[src/hw/rtl/assert_macros.svh]
// Assertion helpers shared by the RTL of the triplet sorter.
`ifndef ASSERT_MACROS_SVH
`define ASSERT_MACROS_SVH

// Checks a property on every rising edge of aclk while reset is released.
`define ASSERT_SYNC(lbl, prop, msg) \
    lbl: assert property (@(posedge aclk) disable iff (!aresetn) (prop)) else $error(msg);

// Checks that a condition never holds.
`define ASSERT_NEVER(lbl, cond, msg) \
    lbl: assert property (@(posedge aclk) disable iff (!aresetn) !(cond)) else $error(msg);

`endif

[src/hw/rtl/sts_pkg.sv]
`default_nettype none

package sts_pkg;

    localparam int MAX_ENTRIES = 1024;
    localparam int IDX_W       = $clog2(MAX_ENTRIES);
    localparam int CNT_W       = IDX_W + 1;
    localparam int SUM_W       = CNT_W + 1;
    localparam int ROW_W       = 12;
    localparam int COL_W       = 16;
    localparam int VAL_W       = 64;
    localparam int KEY_W       = ROW_W + COL_W;
    localparam int ENT_W       = KEY_W + VAL_W;

    typedef logic [1:0] status_t;
    localparam status_t STATUS_OK    = 2'd0;
    localparam status_t STATUS_FULL  = 2'd1;
    localparam status_t STATUS_EMPTY = 2'd2;

    localparam logic CMD_LOAD = 1'b0;
    localparam logic CMD_READ = 1'b1;

    typedef struct packed {
        logic             command;
        logic [ROW_W-1:0] row;
        logic [COL_W-1:0] col;
        logic [VAL_W-1:0] value;
    } in_t;

    typedef struct packed {
        logic [ROW_W-1:0] out_row;
        logic [COL_W-1:0] out_col;
        logic [VAL_W-1:0] out_value;
        logic             last;
        status_t          status;
    } out_t;

    typedef enum logic [2:0] {
        ST_IDLE,
        ST_RUN_SET,
        ST_MRG_RD,
        ST_MRG_WR,
        ST_RD_MEM,
        ST_RD_OUT
    } state_t;

    typedef struct packed {
        logic load;
        logic out_full;
        logic out_empty;
        logic sort_start;
        logic read_start;
        logic run_set;
        logic merge_rd;
        logic merge_step;
        logic run_next;
        logic read_out;
    } ctrl_cmd_t;

    typedef struct packed {
        logic sorted;
        logic full;
        logic read_empty;
        logic trivial;
        logic run_end;
        logic pass_end;
        logic sort_done;
        logic out_free;
    } dp_status_t;

endpackage

`default_nettype wire

[src/hw/rtl/sts_ctrl.sv]
`default_nettype none

`include "assert_macros.svh"

module sts_ctrl
    import sts_pkg::*;
(
    input  wire logic       aclk,
    input  wire logic       aresetn,
    input  wire logic       s_valid,
    input  wire logic       command,
    output logic            s_ready,
    input  wire dp_status_t sts,
    output ctrl_cmd_t       cmd
);

    state_t state_reg;
    state_t state_next;

    always_ff @(posedge aclk) begin
        if (!aresetn) begin
            state_reg <= ST_IDLE;
        end else begin
            state_reg <= state_next;
        end
    end

    always_comb begin
        state_next = state_reg;
        cmd        = '0;
        s_ready    = 1'b0;
        case (state_reg)
            ST_IDLE: begin
                s_ready = sts.out_free;
                if (s_valid && sts.out_free) begin
                    if (command == CMD_LOAD) begin
                        if (sts.full) begin
                            cmd.out_full = 1'b1;
                        end else begin
                            cmd.load = 1'b1;
                        end
                    end else if (sts.read_empty) begin
                        cmd.out_empty = 1'b1;
                    end else if (sts.sorted) begin
                        state_next = ST_RD_MEM;
                    end else if (sts.trivial) begin
                        cmd.read_start = 1'b1;
                        state_next     = ST_RD_MEM;
                    end else begin
                        cmd.sort_start = 1'b1;
                        state_next     = ST_RUN_SET;
                    end
                end
            end
            ST_RUN_SET: begin
                cmd.run_set = 1'b1;
                state_next  = ST_MRG_RD;
            end
            ST_MRG_RD: begin
                cmd.merge_rd = 1'b1;
                state_next   = ST_MRG_WR;
            end
            ST_MRG_WR: begin
                cmd.merge_rd   = 1'b1;
                cmd.merge_step = 1'b1;
                if (sts.run_end) begin
                    cmd.run_next = 1'b1;
                    if (sts.pass_end && sts.sort_done) begin
                        cmd.read_start = 1'b1;
                        state_next     = ST_RD_MEM;
                    end else begin
                        state_next = ST_RUN_SET;
                    end
                end else begin
                    state_next = ST_MRG_RD;
                end
            end
            ST_RD_MEM: begin
                state_next = ST_RD_OUT;
            end
            ST_RD_OUT: begin
                if (sts.out_free) begin
                    cmd.read_out = 1'b1;
                    state_next   = ST_IDLE;
                end
            end
            default: begin
                state_next = ST_IDLE;
            end
        endcase
    end

    `ASSERT_SYNC(a_rd_then_wr, (state_reg == ST_MRG_RD) |=> (state_reg == ST_MRG_WR), "merge read not followed by write")
    `ASSERT_NEVER(a_accept_busy, s_ready && (state_reg != ST_IDLE), "transaction taken while busy")
    `ASSERT_NEVER(a_load_in_sort, cmd.load && (cmd.merge_step || cmd.read_out), "load during sort or read")

endmodule

`default_nettype wire

[config.mk]
export PLATFORM = sky130hd
export DESIGN_NAME = sts_ctrl
export DESIGN_NICKNAME = d
export VERILOG_FILES = /design/src/hw/rtl/sts_pkg.sv /design/src/hw/rtl/sts_ctrl.sv
export VERILOG_INCLUDE_DIRS = /design/src /design/src/hw/rtl
export SDC_FILE = /design/constraint.sdc
export NUM_CORES = 1
export LEC_CHECK = 0
export BUFFER_PORTS_ARGS = -buffer_cell sky130_fd_sc_hd__clkbuf_2
export CORE_AREA = 10 10 47 49
export CTS_CLUSTER_SIZE = 24
export DETAILED_ROUTE_END_ITERATION = 8
export DIE_AREA = 0 0 57 59
export PLACE_DENSITY = 0.59
export RECOVER_POWER = 25
export SYNTH_ARGS = -nofsm -noshare
export SYNTH_HDL_FRONTEND = slang
export SYNTH_SLANG_ARGS = --single-unit
[constraint.sdc]
create_clock -name aclk -period 1.4 [get_ports aclk]
set_input_delay 0.28 -clock aclk [delete_from_list [all_inputs] [get_ports aclk]]
set_output_delay 0.28 -clock aclk [all_outputs]
set_load 0.02 [all_outputs]
==> impl_metrics.json <==
{
  "finalCoreUtilization_pct": 45.2,
  "r2r.worst_path.cells": 4,
  "synth_enable_flop_cells": 0,
  "via_per_inst": 4.99,
  "first_pass_grt_wire_length_microns": 1940,
  "failed_checks": "setup timing",
  "maximum_fanout_along_the_worst_path": 4,
  "worst_setup_hold_path_clk_slew_ps": 30,
  "ctsRootBufferMaster": "sky130_fd_sc_hd__clkbuf_4",
  "cp.arrival_ps": 1430,
  "timing.rr.start": "state_reg[1]",
  "grt_start_max_net_pins": 7,
  "regToRegEndpoint": "state_reg[0]",
  "synth_instances": 38,
  "rows": 14,
  "critical_path_source_type": "flip-flop",
  "die_w_microns": 57,
  "grt_util_all_layers_pct": 7.24,
  "dpl_cell_area_sq_um": 514,
  "min_from": "aresetn",
  "whs_path_depth": 2,
  "floorplan.initialDensity_pct": 22.4,
  "drc": 0,
  "area_growth_syn_to_layout_pct": 102,
  "period_minus_slack_ps": 1710,
  "synth_top_cells_by_count": "3 x sky130_fd_sc_hd__dfxtp_1, 3 x sky130_fd_sc_hd__nand2_1, 3 x sky130_fd_sc_hd__nor2_1",
  "post_cts_hold_buffer_count": 0,
  "crit_required_ps": 1120,
  "register_to_register_path_setup_slack_ps": 70,
  "synth_area_leaders": "sky130_fd_sc_hd__dfxtp_1 19%, sky130_fd_sc_hd__nor4b_2 4.8%, sky130_fd_sc_hd__or4b_4 4.4%",
  "setup.worst_path.end_class": "output port",
  "post_synth_num_cell_types": 28,
  "synth.yosys.warnings": 0,
  "num-nets-final": 83,
  "drive_gt1_share_pct": 71.4,
  "max-cap-violations": 0,
  "setup.worst_path.end": "cmd[5]",
  "clock_skew_ps": 7.38,
  "drtAntennaViolNets": 0,
  "final_min_period_over_clock_period_pct": 122,
  "drt_iter0_markers": 4,
  "synth_flop_cell": "sky130_fd_sc_hd__dfxtp_1",
  "antenna_found_initial": 0,
  "cts_max_level": 1,
  "p_total_uw": 407,
  "largest_register_ff_count": 3,
  "synth_top_area_share_pct": 19.1,
  "timing_worst_slew_pin_value_ps": 259,
  "grt_pass1_vias": 474,
  "worst_hold_slack_ps": 322,
  "drt-pass1-iter-count": 4,
  "maxSlewViolCount": 0,
  "floorplan.die.height_microns": 59,
  "run_status": "finished with violations",
  "portBuffers": 22,
  "grt_setup_unrepaired": "true",
  "hold_violations": 0,
  "coreArea_sq_um": 1400,
  "slew_headroom_pct": 82.7,
  "power.ir.vdd_worst_mv": 0.317,
  "yosysTopAreaCell": "sky130_fd_sc_hd__dfxtp_1",
  "tritoncts": "built",
  "synth-seq-cells": 3,
  "totalWireLength_microns": 1170,
  "die-area_sq_um": 3360,
  "finish.instance_area_sq_um": 633,
  "synth_async_sr_flop_share_pct": 0,
  "setup.worst_path.start": "state_reg[1]",
  "synthesized_area_sq_um": 314,
  "detailroute.via_count": 429,
  "syn_avg_cell_area_sq_um": 8.26,
  "post-route-worst-setup-slack_ps": -311,
  "p_per_area_nw_per_um2": 643,
  "pin_count": 23,
  "cts.sink_count": 3,
  "dpl_ws_ps": -74.1,
  "clock.fmax_mhz": 585,
  "sequential_area_share_after_synthesis_pct": 19.1,
  "num-fill-cells": 142,
  "hold_removal_path_class": "in2reg",
  "worst_skew_pair.late_latency_ps": 240,
  "clock_tree.buffer_depth": 2,
  "footprint_of_the_flip_flops_and_latches_sq_um": 63.8,
  "antenna-diode-count": 0,
  "hpwl_dp_microns": 945,
  "cts_made_buffers": 3,
  "place_congestion": 0.809,
  "grt-ovfl-total": 0,
  "wl_per_cell_microns": 13.6,
  "power.static_leakage_nw": 0.302,
  "multiInputGateArea_sq_um": 279,
  "worstSetupPathType": "reg2out",
  "total_of_endpoints_with_negative_setup_slack_in_the_final_report": 6,
  "syn_nets": 50
}
## through the flow
| stage | TNS, ps | instances |
|---|---|---|
| after floorplan | -243 | 38 |
| after global placement | -242 | 82 |
| after detailed placement | -293 | 82 |
| after CTS | -1790 | 86 |
| after global routing | -1930 | 86 |
| final | -1630 | 86 |
## worst max-delay path, cell delays in order, from the launching register on
cell and delay [ps]:
sky130_fd_sc_hd__dfxtp_2 320, sky130_fd_sc_hd__or3_4 440, sky130_fd_sc_hd__nor2_4 110, sky130_fd_sc_hd__a41o_1 180, sky130_fd_sc_hd__clkbuf_8 140
## kinds of logic after synthesis
logic type             Yosys count  synth area share (%)
AOI/OAI and AO/OA                8                  19.9
DFF                              3                  19.1
and+or+nand+nor                 23                  53.4
buffers and inverters            4                  7.57
## layer usage
layer	share of wire (%)	track usage (%)	vias to the layer above
li1	-	-	214
met1	44	7.55	201
met2	52	12.1	14
met3	3.9	3.00	0
met4	0	4.03	0
met5	0	0	-
## report_power, final
part	internal (mW)	total [mW]	switching [mW]
registers	0.0918	0.0966	0.00474
clock network	0.107	0.156	0.0488
logic	0.0755	0.155	0.0792
## cells in the final DEF (no fill, tap or decap), drive strengths merged
master	count
a41o	1
or3	2
nor4bb	1
nor3	2
nor4	1
a32oi	1
nor2	4
nand3	1
and3b	1
o211ai	1
o21ai	3
inv	2
nand2	3
nor4b	1
and3	2
a221oi	1
and4b	2
dfxtp	3
clkbuf	19
nor3b	1
o21bai	1
or4b	1
buf	15
nor2b	1
## worst min path at each step
stage,to
4_1_cts,state_reg[1]
2_1_floorplan,state_reg[1]
6_report,state_reg[1]
3_5_place_dp,state_reg[1]
5_1_grt,state_reg[1]
3_3_place_gp,state_reg[1]
## repair_timing
action,CTS,global route
pin swaps,2,2
resized for setup,16,18
gates cloned,0,0
setup buffers,0,0
setup endpoints to repair,10,10
## final cells by class
| cell class | instances | share of cell area, % |
|---|---|---|
| timing repair buffer | 30 | 37.4 |
| clock buffer | 4 | 4.15 |
| sequential | 3 | 10.1 |
| inverter | 2 | 1.19 |
| tap | 16 | 3.16 |
| multi-input combinational | 31 | 44.1 |
No activity file was read; power rests on OpenSTA's default activity.
